<file path="src/hdl/rme_pkg.sv">
// Shared constants, operation codes and interface types of the register machine execute unit.
package rme_pkg;

    // Storage sizes.
    localparam int RAM_WORDS   = 4096;
    localparam int STACK_DEPTH = 256;
    localparam int RAM_AW      = $clog2(RAM_WORDS);
    localparam int STK_AW      = $clog2(STACK_DEPTH);
    localparam int CLR_N       = (RAM_WORDS > STACK_DEPTH) ? RAM_WORDS : STACK_DEPTH;
    localparam int CLR_W       = $clog2(CLR_N);

    // Word constants.
    localparam logic [31:0] SIGN32  = 32'h8000_0000;
    localparam logic [31:0] SAT_POS = 32'h7FFF_FFFF;
    localparam logic [31:0] ALL_ONE = 32'hFFFF_FFFF;

    // Operation codes.
    localparam logic [5:0] K_NOP     = 6'd0;
    localparam logic [5:0] K_ADD     = 6'd1;
    localparam logic [5:0] K_SUB     = 6'd2;
    localparam logic [5:0] K_MUL     = 6'd3;
    localparam logic [5:0] K_DIV     = 6'd4;
    localparam logic [5:0] K_MOD     = 6'd5;
    localparam logic [5:0] K_POW     = 6'd6;
    localparam logic [5:0] K_LSH     = 6'd7;
    localparam logic [5:0] K_RSH     = 6'd8;
    localparam logic [5:0] K_AND     = 6'd9;
    localparam logic [5:0] K_OR      = 6'd10;
    localparam logic [5:0] K_NOT     = 6'd11;
    localparam logic [5:0] K_XOR     = 6'd12;
    localparam logic [5:0] K_BCAT    = 6'd13;
    localparam logic [5:0] K_HCAT    = 6'd14;
    localparam logic [5:0] K_JEQ     = 6'd15;
    localparam logic [5:0] K_JNE     = 6'd16;
    localparam logic [5:0] K_JLT     = 6'd17;
    localparam logic [5:0] K_JGT     = 6'd18;
    localparam logic [5:0] K_JLE     = 6'd19;
    localparam logic [5:0] K_JGE     = 6'd20;
    localparam logic [5:0] K_JNG     = 6'd21;
    localparam logic [5:0] K_JPZ     = 6'd22;
    localparam logic [5:0] K_JVS     = 6'd23;
    localparam logic [5:0] K_JVC     = 6'd24;
    localparam logic [5:0] K_JMP     = 6'd25;
    localparam logic [5:0] K_ST      = 6'd26;
    localparam logic [5:0] K_LD      = 6'd27;
    localparam logic [5:0] K_STI     = 6'd28;
    localparam logic [5:0] K_LDI     = 6'd29;
    localparam logic [5:0] K_STD     = 6'd30;
    localparam logic [5:0] K_LDD     = 6'd31;
    localparam logic [5:0] K_PUSH    = 6'd32;
    localparam logic [5:0] K_POP     = 6'd33;
    localparam logic [5:0] K_HALT    = 6'd34;
    localparam logic [5:0] K_PRELOAD = 6'd35;

    // Special register indexes.
    localparam logic [4:0] R_AR = 5'd12;
    localparam logic [4:0] R_SP = 5'd13;
    localparam logic [4:0] R_PC = 5'd15;

    // Operation of the iterative unit.
    typedef enum logic [1:0] {
        IT_DIV,
        IT_MOD,
        IT_POW
    } t_iter_op;

    // Commands from the controller to the datapath.
    typedef struct packed {
        logic clr;
        logic accept;
        logic cap_a;
        logic cap_b;
        logic exec;
        logic fin;
    } t_cmd;

    // Status from the datapath to the controller.
    typedef struct packed {
        logic clr_done;
        logic is_iter;
        logic iter_done;
        logic out_busy;
    } t_stat;

endpackage

</file>
<file path="src/hdl/rme_ctrl.sv">
// Controller state machine that sequences one instruction through the datapath.
module rme_ctrl import rme_pkg::*; (
    input  logic  i_clk,
    input  logic  i_rst_n,
    input  logic  i_valid,
    output logic  o_stall,
    output t_cmd  o_cmd,
    input  t_stat i_stat
);

    typedef enum logic [6:0] {
        S_CLEAR = 7'b0000001,
        S_IDLE  = 7'b0000010,
        S_RDA   = 7'b0000100,
        S_RDB   = 7'b0001000,
        S_EXEC  = 7'b0010000,
        S_ITER  = 7'b0100000,
        S_FIN   = 7'b1000000
    } t_state;

    t_state r_state;
    t_state n_state;

    // Next state and commands.
    always_comb begin
        n_state = r_state;
        o_cmd   = '0;
        o_stall = 1'b1;
        case (r_state)
            S_CLEAR: begin
                o_cmd.clr = 1'b1;
                if (i_stat.clr_done) begin
                    n_state = S_IDLE;
                end
            end
            S_IDLE: begin
                o_stall      = 1'b0;
                o_cmd.accept = i_valid;
                if (i_valid) begin
                    n_state = S_RDA;
                end
            end
            S_RDA: begin
                o_cmd.cap_a = 1'b1;
                n_state     = S_RDB;
            end
            S_RDB: begin
                o_cmd.cap_b = 1'b1;
                n_state     = S_EXEC;
            end
            S_EXEC: begin
                o_cmd.exec = 1'b1;
                n_state    = i_stat.is_iter ? S_ITER : S_FIN;
            end
            S_ITER: begin
                if (i_stat.iter_done) begin
                    n_state = S_FIN;
                end
            end
            S_FIN: begin
                o_cmd.fin = !i_stat.out_busy;
                if (!i_stat.out_busy) begin
                    n_state = S_IDLE;
                end
            end
            default: begin
                n_state = S_IDLE;
            end
        endcase
    end

    // State register.
    always_ff @(posedge i_clk) begin
        if (!i_rst_n) begin
            r_state <= S_CLEAR;
        end else begin
            r_state <= n_state;
        end
    end

`ifndef SYNTHESIS
    // The iterative unit finishes only while the controller waits for it.
    a_iter_done_in_iter: assert property (@(posedge i_clk) disable iff (!i_rst_n)
        i_stat.iter_done |-> (r_state == S_ITER))
        else $error("iterative unit finished outside the wait state");

    // Execute leads to either the iterative wait or the finish step.
    a_exec_next: assert property (@(posedge i_clk) disable iff (!i_rst_n)
        o_cmd.exec |=> ((r_state == S_ITER) || (r_state == S_FIN)))
        else $error("execute step not followed by wait or finish");

    // Idle is entered only after a finished instruction or the clearing pass.
    a_idle_entry: assert property (@(posedge i_clk) disable iff (!i_rst_n)
        $rose(r_state == S_IDLE) |-> ($past(o_cmd.fin) || $past(o_cmd.clr)))
        else $error("idle entered without a finish or clear");

    // A finish never overwrites a result that is still held.
    a_fin_free: assert property (@(posedge i_clk) disable iff (!i_rst_n)
        o_cmd.fin |-> !i_stat.out_busy)
        else $error("finish while the result register is held");
`endif

endmodule

</file>
<file path="config.mk">
export PLATFORM = sky130hd
export DESIGN_NAME = rme_ctrl
export DESIGN_NICKNAME = d
export VERILOG_FILES = /design/src/hdl/rme_pkg.sv /design/src/hdl/rme_ctrl.sv
export SDC_FILE = /design/constraint.sdc
export NUM_CORES = 1
export LEC_CHECK = 0
export BUFFER_PORTS_ARGS = -buffer_cell sky130_fd_sc_hd__buf_2
export CELL_PAD_IN_SITES_DETAIL_PLACEMENT = 0
export CELL_PAD_IN_SITES_GLOBAL_PLACEMENT = 2
export CORE_MARGIN = 1
export CORE_UTILIZATION = 25
export CTS_CLUSTER_DIAMETER = 40
export CTS_CLUSTER_SIZE = 10
export DETAILED_ROUTE_END_ITERATION = 7
export PLACE_DENSITY = 0.76
export SYNTH_ARGS = -nofsm -noshare
export SYNTH_HDL_FRONTEND = slang
export SYNTH_SLANG_ARGS = --single-unit
</file>
<file path="constraint.sdc">
create_clock -name i_clk -period 2.25 [get_ports i_clk]
set_clock_uncertainty 0.1 [all_clocks]
set_input_delay 0.3375 -clock i_clk [delete_from_list [all_inputs] [get_ports i_clk]]
set_output_delay 0.3375 -clock i_clk [all_outputs]
set_load 0.02 [all_outputs]
</file>
==> results_dict.tcl, run 1 <==
set metrics [dict create \
    relSlewSlack_pct 69.0 \
    dp_hpwl_um 771 \
    place_ws_ns 0.0909 \
    fmax_mhz 427 \
    power_frac_comb_pct 24.6 \
    clk_latency_ns 0.26 \
    fin_crit_sh_pct 104 \
    fp.dieW_um 43.3 \
    synth.most_common_cell "nor2_1" \
    area_growth_syn_to_layout_pct 38.8 \
    io_pins 14 \
    p_leak_nw 0.277 \
    synth-xor-area-share_pct 2.06 \
    dr.pass1.iters 4 \
    multi_input_area_um2 278 \
    fin_area_um2 591 \
    p_int_uw 237 \
    ctsHtreeMaxLevel 1 \
    synth_top_area_share_pct 32.9 \
    grt_pass1_vias 466 \
    grt_max_degree 9 \
    post_drt_wl_per_cell_um 12.5 \
    synth_edf_count 0 \
    synthArstFlopShare_pct 0 \
    maxSlewViolCount 0 \
    vias_per_cell 5.11 \
    hold_class "in2reg" \
    p_seq_share_pct 39.8 \
    routed_wirelength_um 1170 \
    yosysTopAreaCell "dfxtp_1" \
    track_usage_pct 14.9 \
    clk_path_buf_depth 2 \
    seq_area_frac_synth_pct 32.9 \
    synth_simple_gate_area_share_pct 42.4 \
    rows 14 \
    synthCells 55 \
    antenna_cells 0 \
    yosys-top-cells-count "10 x nor2_1, 7 x dfxtp_1, 4 x inv_1" \
    fillers 185 \
    floorplan.initialDensity_pct 27.6 \
    end_kind "primary output" \
    tightest_slew_ns 0.465 \
    cts.sink_count 7 \
    reg_top3 "r_state: 7 flops" \
    clock-root-buffer "clkbuf_4" \
    top_register "r_state" \
    fin_nets 85 \
    drt_iter0_drc 8 \
    crit_required_ns 1.81 \
    place_inst 85 \
    syn_area_um2 425 \
    num_vias 475 \
    powerDensity_nw_per_um2 578 \
    portBuffers 13 \
    status "finished with violations" \
    synth_adder_area_share_pct 0 \
    largest_reg_flops 7 \
    cp_max_fo 3 \
    finalHoldViolCount 0 \
    rsz0062_at_grt "true" \
    drive_above_1_share_pct 36.4 \
    path_class "reg2out" \
    clk_pin_slew_ns 0.06 \
    period_minus_slack_ns 2.34 \
    placed_cell_area_um2 518 \
    seqCellArea_um2 143 \
    yosysUniqueCellTypes 25 \
    tns_ns -0.151 \
    muxShareOfSynthArea_pct 0 \
    cp-start-kind "flop" \
    synth.area.top_cells "dfxtp_1 33%, nor2_1 8.8%, nand3b_1 5.3%" \
    drv_cap 0 \
    crit_arrival_ns 1.91 \
    fp.dieH_um 43.3 \
    ys_warn_count 0 \
    synth_nets 62 \
    grt_remaining_overflow 0 \
    die_area_um2 1870 \
    ir_worst_vdd_mv 0.396 \
    sw_frac_of_total_pct 30.4 \
    synth_compound_area_share_pct 19.1 \
    synth_top_family_by_area "simple AND/OR/NAND/NOR gates" \
    ys_ff_latch 7 \
    drc 0 \
    antenna_found_initial 0 \
    final_util_pct 38.3 \
    cts_buffers 3 \
    power.share.clock_pct 35.6 \
    gp_congestion 0.716 \
    ant_nets 0 \
    setup_viol 2 \
    fin_cells 93 \
    synth.avg_cell_area_um2 7.73 \
    switching_power_uw 104 \
    violations "negative setup slack" \
    cts_tree "yes" \
    worst_slack_ns -0.0941 \
    ys.flop_type "dfxtp_1" \
    core_um2 1540 \
    grt_pass1_wl_um 2030 \
]
-- final timing paths --
kind,startpoint,endpoint,slack (ns),depth (start not counted)
hold reg to reg,r_state[3],r_state[4],0.49,2
hold / removal,i_stat[3],r_state[0],0.18,2
setup reg to reg,r_state[0],r_state[1],0.33,6
setup / recovery,r_state[0],o_cmd[4],-0.09,5
-- final cells by class --
cell class | instances | share of cell area [%]
Tap cell | 16 | 3.39
Inverter | 4 | 2.54
Sequential cell | 7 | 24.2
Clock buffer | 4 | 4.45
Timing Repair Buffer | 18 | 18.4
Multi-Input combinational cell | 44 | 47.0
-- timing repair --
item / 4_1_cts / 5_1_grt
hold endpoints to repair: 0 / 0
setup buffers: 4 / 0
endpoints found under the setup margin: 2 / 2
hold buffers: 0 / 0
pin swaps: 3 / 2
resized for setup: 3 / 3
-- kinds of logic after synthesis --
group,after synthesis
flops,7
xor+xnor,1
buf+inv,4
simple gates,31
compound gates,12
-- worst max-delay path, cell delays in order, from the launching register on --
cell,delay [ns]
dfxtp_2,0.32
or2_4,0.25
or4_4,0.43
or3b_4,0.44
nor2_4,0.09
buf_6,0.12
-- metrics by stage --
step	total power, mW	hold WS (ns)
floorplan	0.188	0.309
global placement	0.212	0.460
detailed placement	0.211	0.450
finish	0.341	0.175
CTS	0.341	0.173
global route	0.366	0.171
-- layout by cell type (no fill, tap or decap) --
cell type  instances
buf_2             12
nor2_1             9
buf_4              5
dfxtp_1            5
inv_1              4
nand2b_1           3
nand3b_1           3
nand2_1            3
o22ai_1            3
clkbuf_4           3
nor3_1             2
o21a_1             2
nor3b_1            2
o21ai_0            2
dfxtp_2            2
or3_1              1
or2_4              1
nor4_1             1
or4_4              1
or3b_4             1
nand4b_1           1
nor2_4             1
a21oi_1            1
o221ai_1           1
a211oi_1           1
xor2_1             1
o2111ai_1          1
nor2_2             1
o31ai_1            1
and3_1             1
clkbuf_1           1
buf_6              1
-- per-layer routing --
| metal | up-vias | part of all wire (%) | track usage [%] |
|---|---|---|---|
| met4 | 0 | 0 | 3.64 |
| met5 | - | 0 | 0 |
| met3 | 0 | 6.4 | 7.66 |
| met2 | 16 | 44 | 21.5 |
| met1 | 216 | 50 | 19.5 |
| li1 | 243 | - | - |
-- power groups by stage --
| stage | Clock [mW] | Combinational [mW] | Sequential [mW] |
|---|---|---|---|
| finish | 0.121 | 0.0840 | 0.136 |
| global route | 0.137 | 0.0926 | 0.137 |
| CTS | 0.124 | 0.0811 | 0.136 |
| detailed placement | 0 | 0.0722 | 0.139 |
| global placement | 0 | 0.0737 | 0.138 |
| floorplan | 0 | 0.0504 | 0.137 |
(Power assumes the default switching activity.)
==> inputs of run 2 (changes only) <==
--- a/config.mk
+++ b/config.mk
@@ -13,7 +13,9 @@
 export CTS_CLUSTER_DIAMETER = 40
 export CTS_CLUSTER_SIZE = 10
 export DETAILED_ROUTE_END_ITERATION = 7
+export GPL_TIMING_DRIVEN = 1
 export PLACE_DENSITY = 0.76
+export RECOVER_POWER = 50
 export SYNTH_ARGS = -nofsm -noshare
 export SYNTH_HDL_FRONTEND = slang
 export SYNTH_SLANG_ARGS = --single-unit
==> constraint.sdc (replaced) <==
create_clock -name i_clk -period 2.25 [get_ports i_clk]
set_clock_uncertainty 0.1 [all_clocks]
set_input_delay 0.1125 -clock i_clk [delete_from_list [all_inputs] [get_ports i_clk]]
set_output_delay 0.1125 -clock i_clk [all_outputs]
set_load 0.02 [all_outputs]
==> results_dict.tcl, run 2 (synthesized netlist as in run 1, its figures left out) <==
set metrics [dict create \
    status "complete, no violations" \
    vias_per_cell 5.06 \
    post_cts_buffers 0 \
    clock-root-buffer "clkbuf_4" \
    clk_latency_ns 0.26 \
    power.total_uw 330 \
    clk_path_buf_depth 2 \
    finalHoldViolCount 0 \
    gp_congestion 0.730 \
    maxSlewViolCount 0 \
    drv_cap 0 \
    tns_ns 0 \
    dr.pass1.iters 4 \
    drive_above_1_share_pct 24.3 \
    num_vias 455 \
    ir_worst_vdd_mv 0.370 \
    end_kind "primary output" \
    die_area_um2 1870 \
    path_class "reg2out" \
    routed_wirelength_um 1090 \
    r2r_slack_ns 0.41 \
    rows 14 \
    track_usage_pct 14.2 \
    dp_hpwl_um 787 \
    p_leak_nw 0.249 \
    antenna_found_initial 0 \
    grt_pass1_wl_um 1840 \
    ant_nets 0 \
    cp-start-kind "flop" \
    tightest_slew_ns 0.434 \
    post_drt_wl_per_cell_um 12.1 \
    ctsHtreeMaxLevel 1 \
    grt_remaining_overflow 0 \
    grt_max_degree 9 \
    crit_required_ns 2.04 \
    fin_nets 82 \
    drc 0 \
    clk_pin_slew_ns 0.06 \
    fin_crit_sh_pct 96.4 \
    fin_area_um2 557 \
    fp.dieH_um 43.3 \
    cts_tree "yes" \
    relSlewSlack_pct 71.1 \
    fillers 186 \
    grt_pass1_vias 411 \
    top_register "r_state" \
    final_cell_mix "10 x nor2_1, 9 x buf_2, 6 x dfxtp_1" \
    place_ws_ns 0.328 \
    io_pins 14 \
    antenna_cells 0 \
    setup_viol 0 \
    reg_top3 "r_state: 7 flops" \
    crit_arrival_ns 1.96 \
    hold_class "in2reg" \
    cts.sink_count 7 \
    floorplan.initialDensity_pct 27.6 \
    portBuffers 13 \
    largest_reg_flops 7 \
    area_growth_syn_to_layout_pct 30.9 \
    fp.dieW_um 43.3 \
    rsz0062_at_grt "false" \
    drt_iter0_drc 14 \
    timing.hold.ws_ns 0.0291 \
    fmax_mhz 461 \
    core_um2 1540 \
    cts_buffers 3 \
    placed_cell_area_um2 510 \
    cp_max_fo 5 \
    final_common_cell "nor2_1" \
    powerDensity_nw_per_um2 593 \
    period_minus_slack_ns 2.17 \
    worst_slack_ns 0.0818 \
]
-- run 2: area by class of cell --
class                      instances  area, um^2  area share, %
sequential                         7         141           25.4
timing repair buffer              15        83.8           15.1
multi-input combinational         44         270           48.5
clock buffer                       4        26.3           4.72
tap                               16        20.0           3.60
inverter                           4        15.0           2.70
-- run 2: repair_timing --
item / CTS / global route
endpoints found under the setup margin: 0 / 1
hold endpoints to repair: 1 / 0
hold buffers: 2 / 0
gates resized for setup: 0 / 2
-- run 2: power breakdown --
group,switching (mW),internal (mW)
Clock,0.0519,0.0680
Combinational,0.0390,0.0344
Sequential,0.00781,0.129
-- run 2: through the flow --
step / utilization (%) / std cells
finish: 36.1 / 90
global route: 36.1 / 90
CTS: 36.1 / 90
detailed placement: 33.1 / 84
global placement: 33.1 / 84
floorplan: - / 55
-- run 2: final timing paths --
| path | from | endpoint | cells past startpoint |
|---|---|---|---|
| setup / recovery | r_state[6] | o_cmd[4] | 5 |
| hold / removal | i_stat[0] | r_state[6] | 3 |
| setup reg to reg | r_state[1] | r_state[0] | 4 |
| hold reg to reg | r_state[6] | r_state[6] | 2 |
-- run 2: metal layers --
metal  share of wire (%)  GRT usage, %  routed length [um]  up-vias
met3                 8.7          8.09                  95        4
met1                  49          17.5                 536      197
met4                 1.6          7.27                  17        0
met5                   0             0                   0        -
li1                    -             -                   -      238
met2                  40          19.4                 436       16
-- run 2: worst max-delay path: stages, from the launching register on --
cell and delay, ns:
dfxtp_2 0.34, or2_4 0.27, or4_4 0.43, or3b_4 0.41, nor2_1 0.10, buf_4 0.14
